$ cat src/hw/rtl/pnk_pkg.sv
`default_nettype none
package pnk_pkg;

  localparam int CHAR_W                = 8;
  localparam int KEY_W                 = 17;
  localparam int DIGIT_VALUE_WIDTH_DEF = 16;
  localparam int DIGIT_VALUE_WIDTH_MIN = 8;
  localparam int DIGIT_VALUE_WIDTH_MAX = 31;

  localparam logic signed [KEY_W-1:0] MIDDLE_C = KEY_W'(60);

  localparam logic [CHAR_W-1:0] CH_UPPER_A = 8'h41;
  localparam logic [CHAR_W-1:0] CH_UPPER_G = 8'h47;
  localparam logic [CHAR_W-1:0] CH_LOWER_A = 8'h61;
  localparam logic [CHAR_W-1:0] CH_LOWER_G = 8'h67;
  localparam logic [CHAR_W-1:0] CH_UPPER_K = 8'h4B;
  localparam logic [CHAR_W-1:0] CH_LOWER_K = 8'h6B;
  localparam logic [CHAR_W-1:0] CH_FLAT    = 8'h62;
  localparam logic [CHAR_W-1:0] CH_SHARP   = 8'h23;
  localparam logic [CHAR_W-1:0] CH_DSHARP  = 8'h78;
  localparam logic [CHAR_W-1:0] CH_MINUS   = 8'h2D;
  localparam logic [CHAR_W-1:0] CH_PLUS    = 8'h2B;
  localparam logic [CHAR_W-1:0] CH_ZERO    = 8'h30;
  localparam logic [CHAR_W-1:0] CH_NINE    = 8'h39;

  typedef struct packed {
    logic       letter;
    logic [3:0] pclass;
    logic       key_k;
    logic       flat;
    logic       sharp;
    logic       dsharp;
    logic       minus;
    logic       plus;
    logic       digit;
    logic [3:0] dval;
  } pnk_char_t;

  function automatic logic [3:0] letter_class(input logic [2:0] idx);
    logic [3:0] pc;
    case (idx)
      3'd0:    pc = 4'd9;
      3'd1:    pc = 4'd11;
      3'd2:    pc = 4'd0;
      3'd3:    pc = 4'd2;
      3'd4:    pc = 4'd4;
      3'd5:    pc = 4'd5;
      3'd6:    pc = 4'd7;
      default: pc = 4'd0;
    endcase
    return pc;
  endfunction

endpackage
`default_nettype wire

$ cat src/hw/rtl/pitch_name_to_key_number_parser_unit.sv
// A result passes through the input register, then the parse state and result
//   register, after its last character is accepted.
// Throughput: one character per cycle unless stalled; the parse state is updated as each character is taken.
// Stalls only when a last character meets an output result not yet taken.
// Reset (rst, synchronous): clears input and output valid and returns the
//   parse state to the start of a name.
`default_nettype none
module pitch_name_to_key_number_parser_unit
  import pnk_pkg::*;
#(
  parameter int DIGIT_VALUE_WIDTH = DIGIT_VALUE_WIDTH_DEF
) (
  input  wire logic                clk,
  input  wire logic                rst,
  input  wire logic                in_valid,
  output logic                     in_ready,
  input  wire logic [CHAR_W-1:0]   char_code,
  input  wire logic                last_char,
  output logic                     out_valid,
  input  wire logic                out_ready,
  output logic signed [KEY_W-1:0]  key_value,
  output logic                     delta_flag,
  output logic                     well_formed
);

  logic              s1_valid;
  logic [CHAR_W-1:0] s1_char;
  logic              s1_last;
  logic              s1_ready;
  pnk_char_t         s1_cls;

  assign in_ready = !s1_valid || s1_ready;

  always_ff @(posedge clk) begin
    if (rst) begin
      s1_valid <= 1'b0;
    end else if (in_ready) begin
      s1_valid <= in_valid;
      s1_char  <= char_code;
      s1_last  <= last_char;
    end
  end

  pnk_char_decode u_decode (
    .char_code (s1_char),
    .cls       (s1_cls)
  );

  pnk_parser #(
    .DIGIT_VALUE_WIDTH (DIGIT_VALUE_WIDTH)
  ) u_parser (
    .clk         (clk),
    .rst         (rst),
    .item_valid  (s1_valid),
    .item_ready  (s1_ready),
    .cls         (s1_cls),
    .item_last   (s1_last),
    .out_valid   (out_valid),
    .out_ready   (out_ready),
    .key_value   (key_value),
    .delta_flag  (delta_flag),
    .well_formed (well_formed)
  );

endmodule
`default_nettype wire

$ cat src/hw/rtl/pnk_char_decode.sv
`default_nettype none
module pnk_char_decode
  import pnk_pkg::*;
(
  input  wire logic [CHAR_W-1:0] char_code,
  output pnk_char_t              cls
);

  logic [2:0] letter_idx;
  logic [7:0] digit_off;

  assign letter_idx = 3'(char_code[2:0] - 3'd1);
  assign digit_off  = char_code - CH_ZERO;

  always_comb begin
    cls.letter = ((char_code >= CH_UPPER_A) && (char_code <= CH_UPPER_G)) ||
                 ((char_code >= CH_LOWER_A) && (char_code <= CH_LOWER_G));
    cls.pclass = letter_class(letter_idx);
    cls.key_k  = (char_code == CH_UPPER_K) || (char_code == CH_LOWER_K);
    cls.flat   = (char_code == CH_FLAT);
    cls.sharp  = (char_code == CH_SHARP);
    cls.dsharp = (char_code == CH_DSHARP);
    cls.minus  = (char_code == CH_MINUS);
    cls.plus   = (char_code == CH_PLUS);
    cls.digit  = (char_code >= CH_ZERO) && (char_code <= CH_NINE);
    cls.dval   = digit_off[3:0];
  end

endmodule
`default_nettype wire

$ cat src/hw/rtl/pnk_parser.sv
`default_nettype none
module pnk_parser
  import pnk_pkg::*;
#(
  parameter int DIGIT_VALUE_WIDTH = DIGIT_VALUE_WIDTH_DEF
) (
  input  wire logic                    clk,
  input  wire logic                    rst,
  input  wire logic                    item_valid,
  output logic                         item_ready,
  input  wire pnk_char_t               cls,
  input  wire logic                    item_last,
  output logic                         out_valid,
  input  wire logic                    out_ready,
  output logic signed [KEY_W-1:0]      key_value,
  output logic                         delta_flag,
  output logic                         well_formed
);

  localparam int W = DIGIT_VALUE_WIDTH;

  typedef enum logic [3:0] {
    PH_START,
    PH_LETTER,
    PH_FLAT,
    PH_ACCID,
    PH_MINUS,
    PH_OCTAVE,
    PH_K,
    PH_SIGN,
    PH_DIGITS
  } phase_t;

  typedef enum logic [1:0] {
    SIGN_NONE,
    SIGN_PLUS,
    SIGN_MINUS
  } sign_t;

  phase_t             parse_phase, parse_phase_next;
  logic signed [4:0]  pitch_offset, pitch_offset_next;
  logic               minus_seen, minus_seen_next;
  logic [3:0]         octave_digit, octave_digit_next;
  logic [W-1:0]       digit_value, digit_value_next;
  sign_t              sign_mode, sign_mode_next;
  logic               syntax_error, syntax_error_next;

  logic               take;
  logic               take_last;
  logic [W+3:0]       mac;
  logic [W-1:0]       dv_sat;
  logic [3:0]         oct_p1;
  logic [7:0]         oct_term;
  logic signed [KEY_W-1:0] key_note;
  logic [KEY_W-1:0]   dv17;
  logic signed [KEY_W-1:0] key_k;
  logic               good_note;
  logic               good_k;
  logic signed [KEY_W-1:0] key_res;
  logic               delta_res;

  assign take       = item_valid && (!item_last || !out_valid || out_ready);
  assign item_ready = take;
  assign take_last  = take && item_last;

  assign mac    = ({4'b0, digit_value} << 3) + ({4'b0, digit_value} << 1) +
                  (W+4)'(cls.dval);
  assign dv_sat = (|mac[W+3:W]) ? {W{1'b1}} : mac[W-1:0];

  always_comb begin
    logic note_tail;
    logic digit_step;
    note_tail         = 1'b0;
    digit_step        = 1'b0;
    parse_phase_next  = parse_phase;
    pitch_offset_next = pitch_offset;
    minus_seen_next   = minus_seen;
    octave_digit_next = octave_digit;
    digit_value_next  = digit_value;
    sign_mode_next    = sign_mode;
    syntax_error_next = syntax_error;
    if (!syntax_error) begin
      unique case (parse_phase)
        PH_START: begin
          if (cls.letter) begin
            pitch_offset_next = $signed({1'b0, cls.pclass});
            parse_phase_next  = PH_LETTER;
          end else if (cls.key_k) begin
            parse_phase_next = PH_K;
          end else begin
            syntax_error_next = 1'b1;
          end
        end
        PH_LETTER: begin
          if (cls.flat) begin
            pitch_offset_next = pitch_offset - 5'sd1;
            parse_phase_next  = PH_FLAT;
          end else if (cls.sharp) begin
            pitch_offset_next = pitch_offset + 5'sd1;
            parse_phase_next  = PH_ACCID;
          end else if (cls.dsharp) begin
            pitch_offset_next = pitch_offset + 5'sd2;
            parse_phase_next  = PH_ACCID;
          end else begin
            note_tail = 1'b1;
          end
        end
        PH_FLAT: begin
          if (cls.flat) begin
            pitch_offset_next = pitch_offset - 5'sd1;
            parse_phase_next  = PH_ACCID;
          end else begin
            note_tail = 1'b1;
          end
        end
        PH_ACCID: note_tail = 1'b1;
        PH_MINUS: begin
          if (cls.digit) begin
            octave_digit_next = cls.dval;
            parse_phase_next  = PH_OCTAVE;
          end else begin
            syntax_error_next = 1'b1;
          end
        end
        PH_K: begin
          if (cls.plus) begin
            sign_mode_next   = SIGN_PLUS;
            parse_phase_next = PH_SIGN;
          end else if (cls.minus) begin
            sign_mode_next   = SIGN_MINUS;
            parse_phase_next = PH_SIGN;
          end else begin
            digit_step = 1'b1;
          end
        end
        PH_SIGN, PH_DIGITS: digit_step = 1'b1;
        default: syntax_error_next = 1'b1;
      endcase
      if (note_tail) begin
        if (cls.minus) begin
          minus_seen_next  = 1'b1;
          parse_phase_next = PH_MINUS;
        end else if (cls.digit) begin
          octave_digit_next = cls.dval;
          parse_phase_next  = PH_OCTAVE;
        end else begin
          syntax_error_next = 1'b1;
        end
      end
      if (digit_step) begin
        if (cls.digit) begin
          digit_value_next = dv_sat;
          parse_phase_next = PH_DIGITS;
        end else begin
          syntax_error_next = 1'b1;
        end
      end
    end
  end

  always_comb begin
    oct_p1    = (minus_seen_next && (octave_digit_next == 4'd1)) ? 4'd0 :
                4'(octave_digit_next + 4'd1);
    oct_term  = ({4'b0, oct_p1} << 3) + ({4'b0, oct_p1} << 2);
    key_note  = KEY_W'(pitch_offset_next) + $signed(KEY_W'(oct_term));
    dv17      = KEY_W'(digit_value_next);
    key_k     = (sign_mode_next == SIGN_MINUS) ? -$signed(dv17) : $signed(dv17);
    good_note = !syntax_error_next && (parse_phase_next == PH_OCTAVE);
    good_k    = !syntax_error_next && (parse_phase_next == PH_DIGITS);
    if (good_note) begin
      key_res   = key_note;
      delta_res = 1'b0;
    end else if (good_k) begin
      key_res   = key_k;
      delta_res = (sign_mode_next != SIGN_NONE);
    end else begin
      key_res   = MIDDLE_C;
      delta_res = 1'b0;
    end
  end

  always_ff @(posedge clk) begin
    if (rst) begin
      parse_phase  <= PH_START;
      pitch_offset <= '0;
      minus_seen   <= 1'b0;
      octave_digit <= '0;
      digit_value  <= '0;
      sign_mode    <= SIGN_NONE;
      syntax_error <= 1'b0;
      out_valid    <= 1'b0;
    end else begin
      if (out_valid && out_ready) begin
        out_valid <= 1'b0;
      end
      if (take_last) begin
        parse_phase  <= PH_START;
        pitch_offset <= '0;
        minus_seen   <= 1'b0;
        octave_digit <= '0;
        digit_value  <= '0;
        sign_mode    <= SIGN_NONE;
        syntax_error <= 1'b0;
        out_valid    <= 1'b1;
        key_value    <= key_res;
        delta_flag   <= delta_res;
        well_formed  <= good_note || good_k;
      end else if (take) begin
        parse_phase  <= parse_phase_next;
        pitch_offset <= pitch_offset_next;
        minus_seen   <= minus_seen_next;
        octave_digit <= octave_digit_next;
        digit_value  <= digit_value_next;
        sign_mode    <= sign_mode_next;
        syntax_error <= syntax_error_next;
      end
    end
  end

`ifndef SYNTHESIS
  a_malformed_gives_middle_c: assert property (@(posedge clk) disable iff (rst)
    out_valid && !well_formed |-> key_value == MIDDLE_C && !delta_flag)
    else $error("malformed name must give middle C without delta");

  a_last_restarts_name: assert property (@(posedge clk) disable iff (rst)
    take_last |=> parse_phase == PH_START && !syntax_error && digit_value == '0
                  && sign_mode == SIGN_NONE && !minus_seen)
    else $error("parse state not cleared after last character");

  a_last_posts_result: assert property (@(posedge clk) disable iff (rst)
    take_last |=> out_valid)
    else $error("last character did not post a result");

  a_error_sticky: assert property (@(posedge clk) disable iff (rst)
    syntax_error && !take_last |=> syntax_error)
    else $error("syntax error dropped inside a name");

  a_no_take_while_blocked: assert property (@(posedge clk) disable iff (rst)
    item_valid && item_last && out_valid && !out_ready |-> !item_ready)
    else $error("last character taken while result slot is full");
`endif

endmodule
`default_nettype wire

$ cat config.mk
export PLATFORM = sky130hd
export DESIGN_NAME = pitch_name_to_key_number_parser_unit
export DESIGN_NICKNAME = d
export VERILOG_FILES = /design/src/hw/rtl/pnk_pkg.sv /design/src/hw/rtl/pitch_name_to_key_number_parser_unit.sv /design/src/hw/rtl/pnk_char_decode.sv /design/src/hw/rtl/pnk_parser.sv
export SDC_FILE = /design/constraint.sdc
export NUM_CORES = 1
export LEC_CHECK = 0
export ABC_CLOCK_PERIOD_IN_PS = 6100
export BUFFER_PORTS_ARGS = -buffer_cell sky130_fd_sc_hd__buf_2
export CORE_MARGIN = 8
export CORE_UTILIZATION = 33
export CTS_BUF_LIST = sky130_fd_sc_hd__clkbuf_4 sky130_fd_sc_hd__clkbuf_8 sky130_fd_sc_hd__clkbuf_16
export CTS_CLUSTER_DIAMETER = 150
export CTS_CLUSTER_SIZE = 28
export DETAILED_ROUTE_END_ITERATION = 12
export GPL_ROUTABILITY_DRIVEN = 1
export SKIP_CTS_REPAIR_TIMING = 1
export SYNTH_ARGS = -nofsm -noshare
export SYNTH_HDL_FRONTEND = slang
export SYNTH_SLANG_ARGS = --single-unit
$ cat constraint.sdc
create_clock -name clk -period 6.1 [get_ports clk]
set_input_delay 1.525 -clock clk [delete_from_list [all_inputs] [get_ports clk]]
set_output_delay 1.525 -clock clk [all_outputs]
set_load 0.02 [all_outputs]
==> results.sh <==
export IMPL_status="completed"
export IMPL_regToRegSetupSlack_ns=0.45
export IMPL_drtIter0Drc=445
export IMPL_synthDistinctLibCells=79
export IMPL_clk_pin_slew_worst_paths_ns=0.06
export IMPL_worstSetupStartpointType="flop"
export IMPL_fmax_mhz=177
export IMPL_grt_pass1_vias=4715
export IMPL_endpoint_kind="flop"
export IMPL_yosys_area_top_type_share_pct=15.3
export IMPL_cts_buffers=9
export IMPL_grt_pass1_wl_um=24400
export IMPL_synthCells=669
export IMPL_vias=4998
export IMPL_r2r_start="s1_char[6]"
export IMPL_wl_um=14800
export IMPL_die_w_um=145
export IMPL_hold_class="reg2reg"
export IMPL_cp_cell_sequence="nor4b_2 > buf_4 > and4b_1 > or3_4 > o31a_4 > o21ai_2 > nand2_1 > mux2i_1 > ha_1 > o211a_1 > nor2_1 > or2_2 > fa_1 > ha_1 > a21oi_1 > nor2b_1 > o21ai_0 > nand2b_1 > a21oi_1 > xnor2_1 > or2_1 > a21boi_1 > nand3b_1"
export IMPL_setup_viol=0
export IMPL_die_h_um=145
export IMPL_area_delta_synth_final_pct=13.3
export IMPL_diodes=0
export IMPL_netlist_top_cells_count="nor2_1, a21oi_1, nand2_1"
export IMPL_avgSynthCellArea_um2=8.19
export IMPL_die_area_um2=21000
export IMPL_postRouteAntennaNets=0
export IMPL_hold_viol=0
export IMPL_fin_crit_sh_pct=92.7
export IMPL_drv_slew=0
export IMPL_antenna_found_initial=0
export IMPL_worstMarginPinSlew_ns=1.38
export IMPL_final_nets=765
export IMPL_row_count=47
export IMPL_cp_max_fo=8
export IMPL_p_leak_uw=0.00271
export IMPL_fin_worst_skew_ns=0.00818
export IMPL_cp_slowest_stage_delay_ns=0.49
export IMPL_fin_ws_ns=0.448
export IMPL_r2r_end="u_parser.key_value[13]"
export IMPL_yosysWarnings=0
export IMPL_start_util_pct=33.4
export IMPL_cts_sinks=63
export IMPL_place_hpwl_um=11200
export IMPL_hold_start="u_parser.sign_mode[0]"
export IMPL_cp_required_ns=6.19
export IMPL_holdPathStages=2
export IMPL_layout_drive_gt1_share_pct=13.4
export IMPL_synth_edff_count=28
export IMPL_synth_area_um2=5480
export IMPL_crit_type="reg2reg"
export IMPL_dr_pass1_iters=5
export IMPL_pin_count=34
export IMPL_clock_path_buffers=2
export IMPL_grt_max_degree=35
export IMPL_syn_nets=736
export IMPL_ys_flop_type="dfxtp_1"
export IMPL_grtUsageTotal_pct=14.8
export IMPL_portBuffers=33
export IMPL_viasPerCell=5.41
export IMPL_remaining_drc_errors=0
export IMPL_gr_total_overflow=0
export IMPL_period_minus_slack_ns=5.65
export IMPL_h_tree_depth=3
export IMPL_arrival_ns=5.74
export IMPL_place_ws_ns=0.242
export IMPL_routabilityCongestion=0.867
export IMPL_hold_end="u_parser.sign_mode[0]"
export IMPL_ys_seq_area_share_pct=28.1
export IMPL_tns_ns=0
export IMPL_relSlewSlack_pct=6.85
export IMPL_worstSkewPairLatency_ns=0.34
export IMPL_cts_root_buffer="clkbuf_16"
export IMPL_synth_most_common_cell="nor2_1"
export IMPL_cts_tree="built"
export IMPL_post_synth_top_area_cell="edfxtp_1"
export IMPL_core_um2=16400
export IMPL_wl_per_cell_um=16.0
export IMPL_rsz0062_at_grt="false"
export IMPL_async_reset_ff_share_pct=0
export IMPL_cp_top_family="simple AND/OR/NAND/NOR gates"
export IMPL_synthTopCellsByArea="edfxtp_1, dfxtp_1, ha_1"
export IMPL_r2r_cells=23
export IMPL_drv_cap=0
export IMPL_worstPathBufferInverterCount=1
export IMPL_ys_ff_latch=63
export IMPL_crit_slowest_cell="fa_1"
export IMPL_ir_drop_v=0.000122
export IMPL_holdWs_ns=0.489
export IMPL_powerDensity_nw_per_um2=178
[kinds of logic after synthesis]
kind of cell               Yosys count  share of synthesized area, %
and+or+nand+nor                    248                          23.1
muxes                                4                         0.754
xor gates and xnor gates            35                          5.60
AOI/OAI and AO/OA                  211                          25.5
DFF                                 63                          28.1
buffers and inverters               54                          4.02
adders and majority gates           54                          12.9
[final cells by class]
cell class | instances | area (um^2)
clock buffers | 13 | 274
fillers | 1659 | 10200
clock inverters | 3 | 17.5
multi-input cells | 552 | 3720
inverters | 23 | 86.3
well taps | 220 | 275
repair buffers | 49 | 285
flip-flops and latches | 63 | 1540
[layout by cell type (no fill, tap or decap), types with 16 or more instances in the layout]
master,instances
buf_2,33
nor2_1,88
ha_1,50
xor2_1,16
nor3_1,16
inv_1,23
xnor2_1,19
a21oi_1,64
o21ai_0,38
buf_4,16
nand2_1,51
dfxtp_1,35
edfxtp_1,28
[stage by stage]
| stage | area, um^2 | std cells | total power [uW] | util [%] |
|---|---|---|---|---|
| 6_report | 6200 | 923 | 1110 | 37.8 |
| 4_1_cts | 6200 | 923 | 1110 | 37.8 |
| 2_1_floorplan | 5480 | 669 | 567 | - |
| 5_1_grt | 6200 | 923 | 1150 | 37.8 |
| 3_5_place_dp | 5910 | 907 | 604 | 36.0 |
| 3_3_place_gp | 5910 | 907 | 603 | 36.0 |
[power breakdown]
group	switching (uW)	total (uW)	internal [uW]
registers	12.3	461	449
logic	80.2	135	54.7
clock network	198	509	312
[metal layers]
metal | part of all wire [%] | GRT usage, % | wire (um)
met1 | 50 | 20.5 | 7380
met2 | 44 | 22.4 | 6460
met3 | 4.9 | 2.33 | 723
met4 | 1.7 | 5.59 | 245
met5 | 0 | 0 | 0
[worst min-delay path, stage by stage, from the launching register on]
cell     delay [ns]
dfxtp_1        0.32
a21oi_1        0.06
nor2_1         0.07
[sequential cells by signal, indices dropped and copies added (netlist names)]
signal,cells
s1_last,1
u_parser.out_valid,1
u_parser.well_formed,1
u_parser.digit_value,16
u_parser.sign_mode,2
u_parser.octave_digit,4
u_parser.key_value,17
s1_valid,1
u_parser.delta_flag,1
s1_char,8
u_parser.pitch_offset,5
u_parser.minus_seen,1
u_parser.syntax_error,1
u_parser.parse_phase,4
[worst max path at each step]
| stage | startpoint | to | slack, ns | cells after the start |
|---|---|---|---|---|
| 5_1_grt | s1_char[6] | u_parser.key_value[13] | 0.04 | 23 |
| 3_5_place_dp | s1_char[6] | u_parser.key_value[13] | 0.24 | 24 |
| 6_report | s1_char[6] | u_parser.key_value[13] | 0.45 | 23 |
| 2_1_floorplan | s1_char[4] | u_parser.key_value[13] | 0.86 | 24 |
| 3_3_place_gp | s1_char[6] | u_parser.key_value[13] | 0.35 | 24 |
| 4_1_cts | s1_char[6] | u_parser.key_value[13] | 0.23 | 24 |
Power figures use the tool's default switching activity.
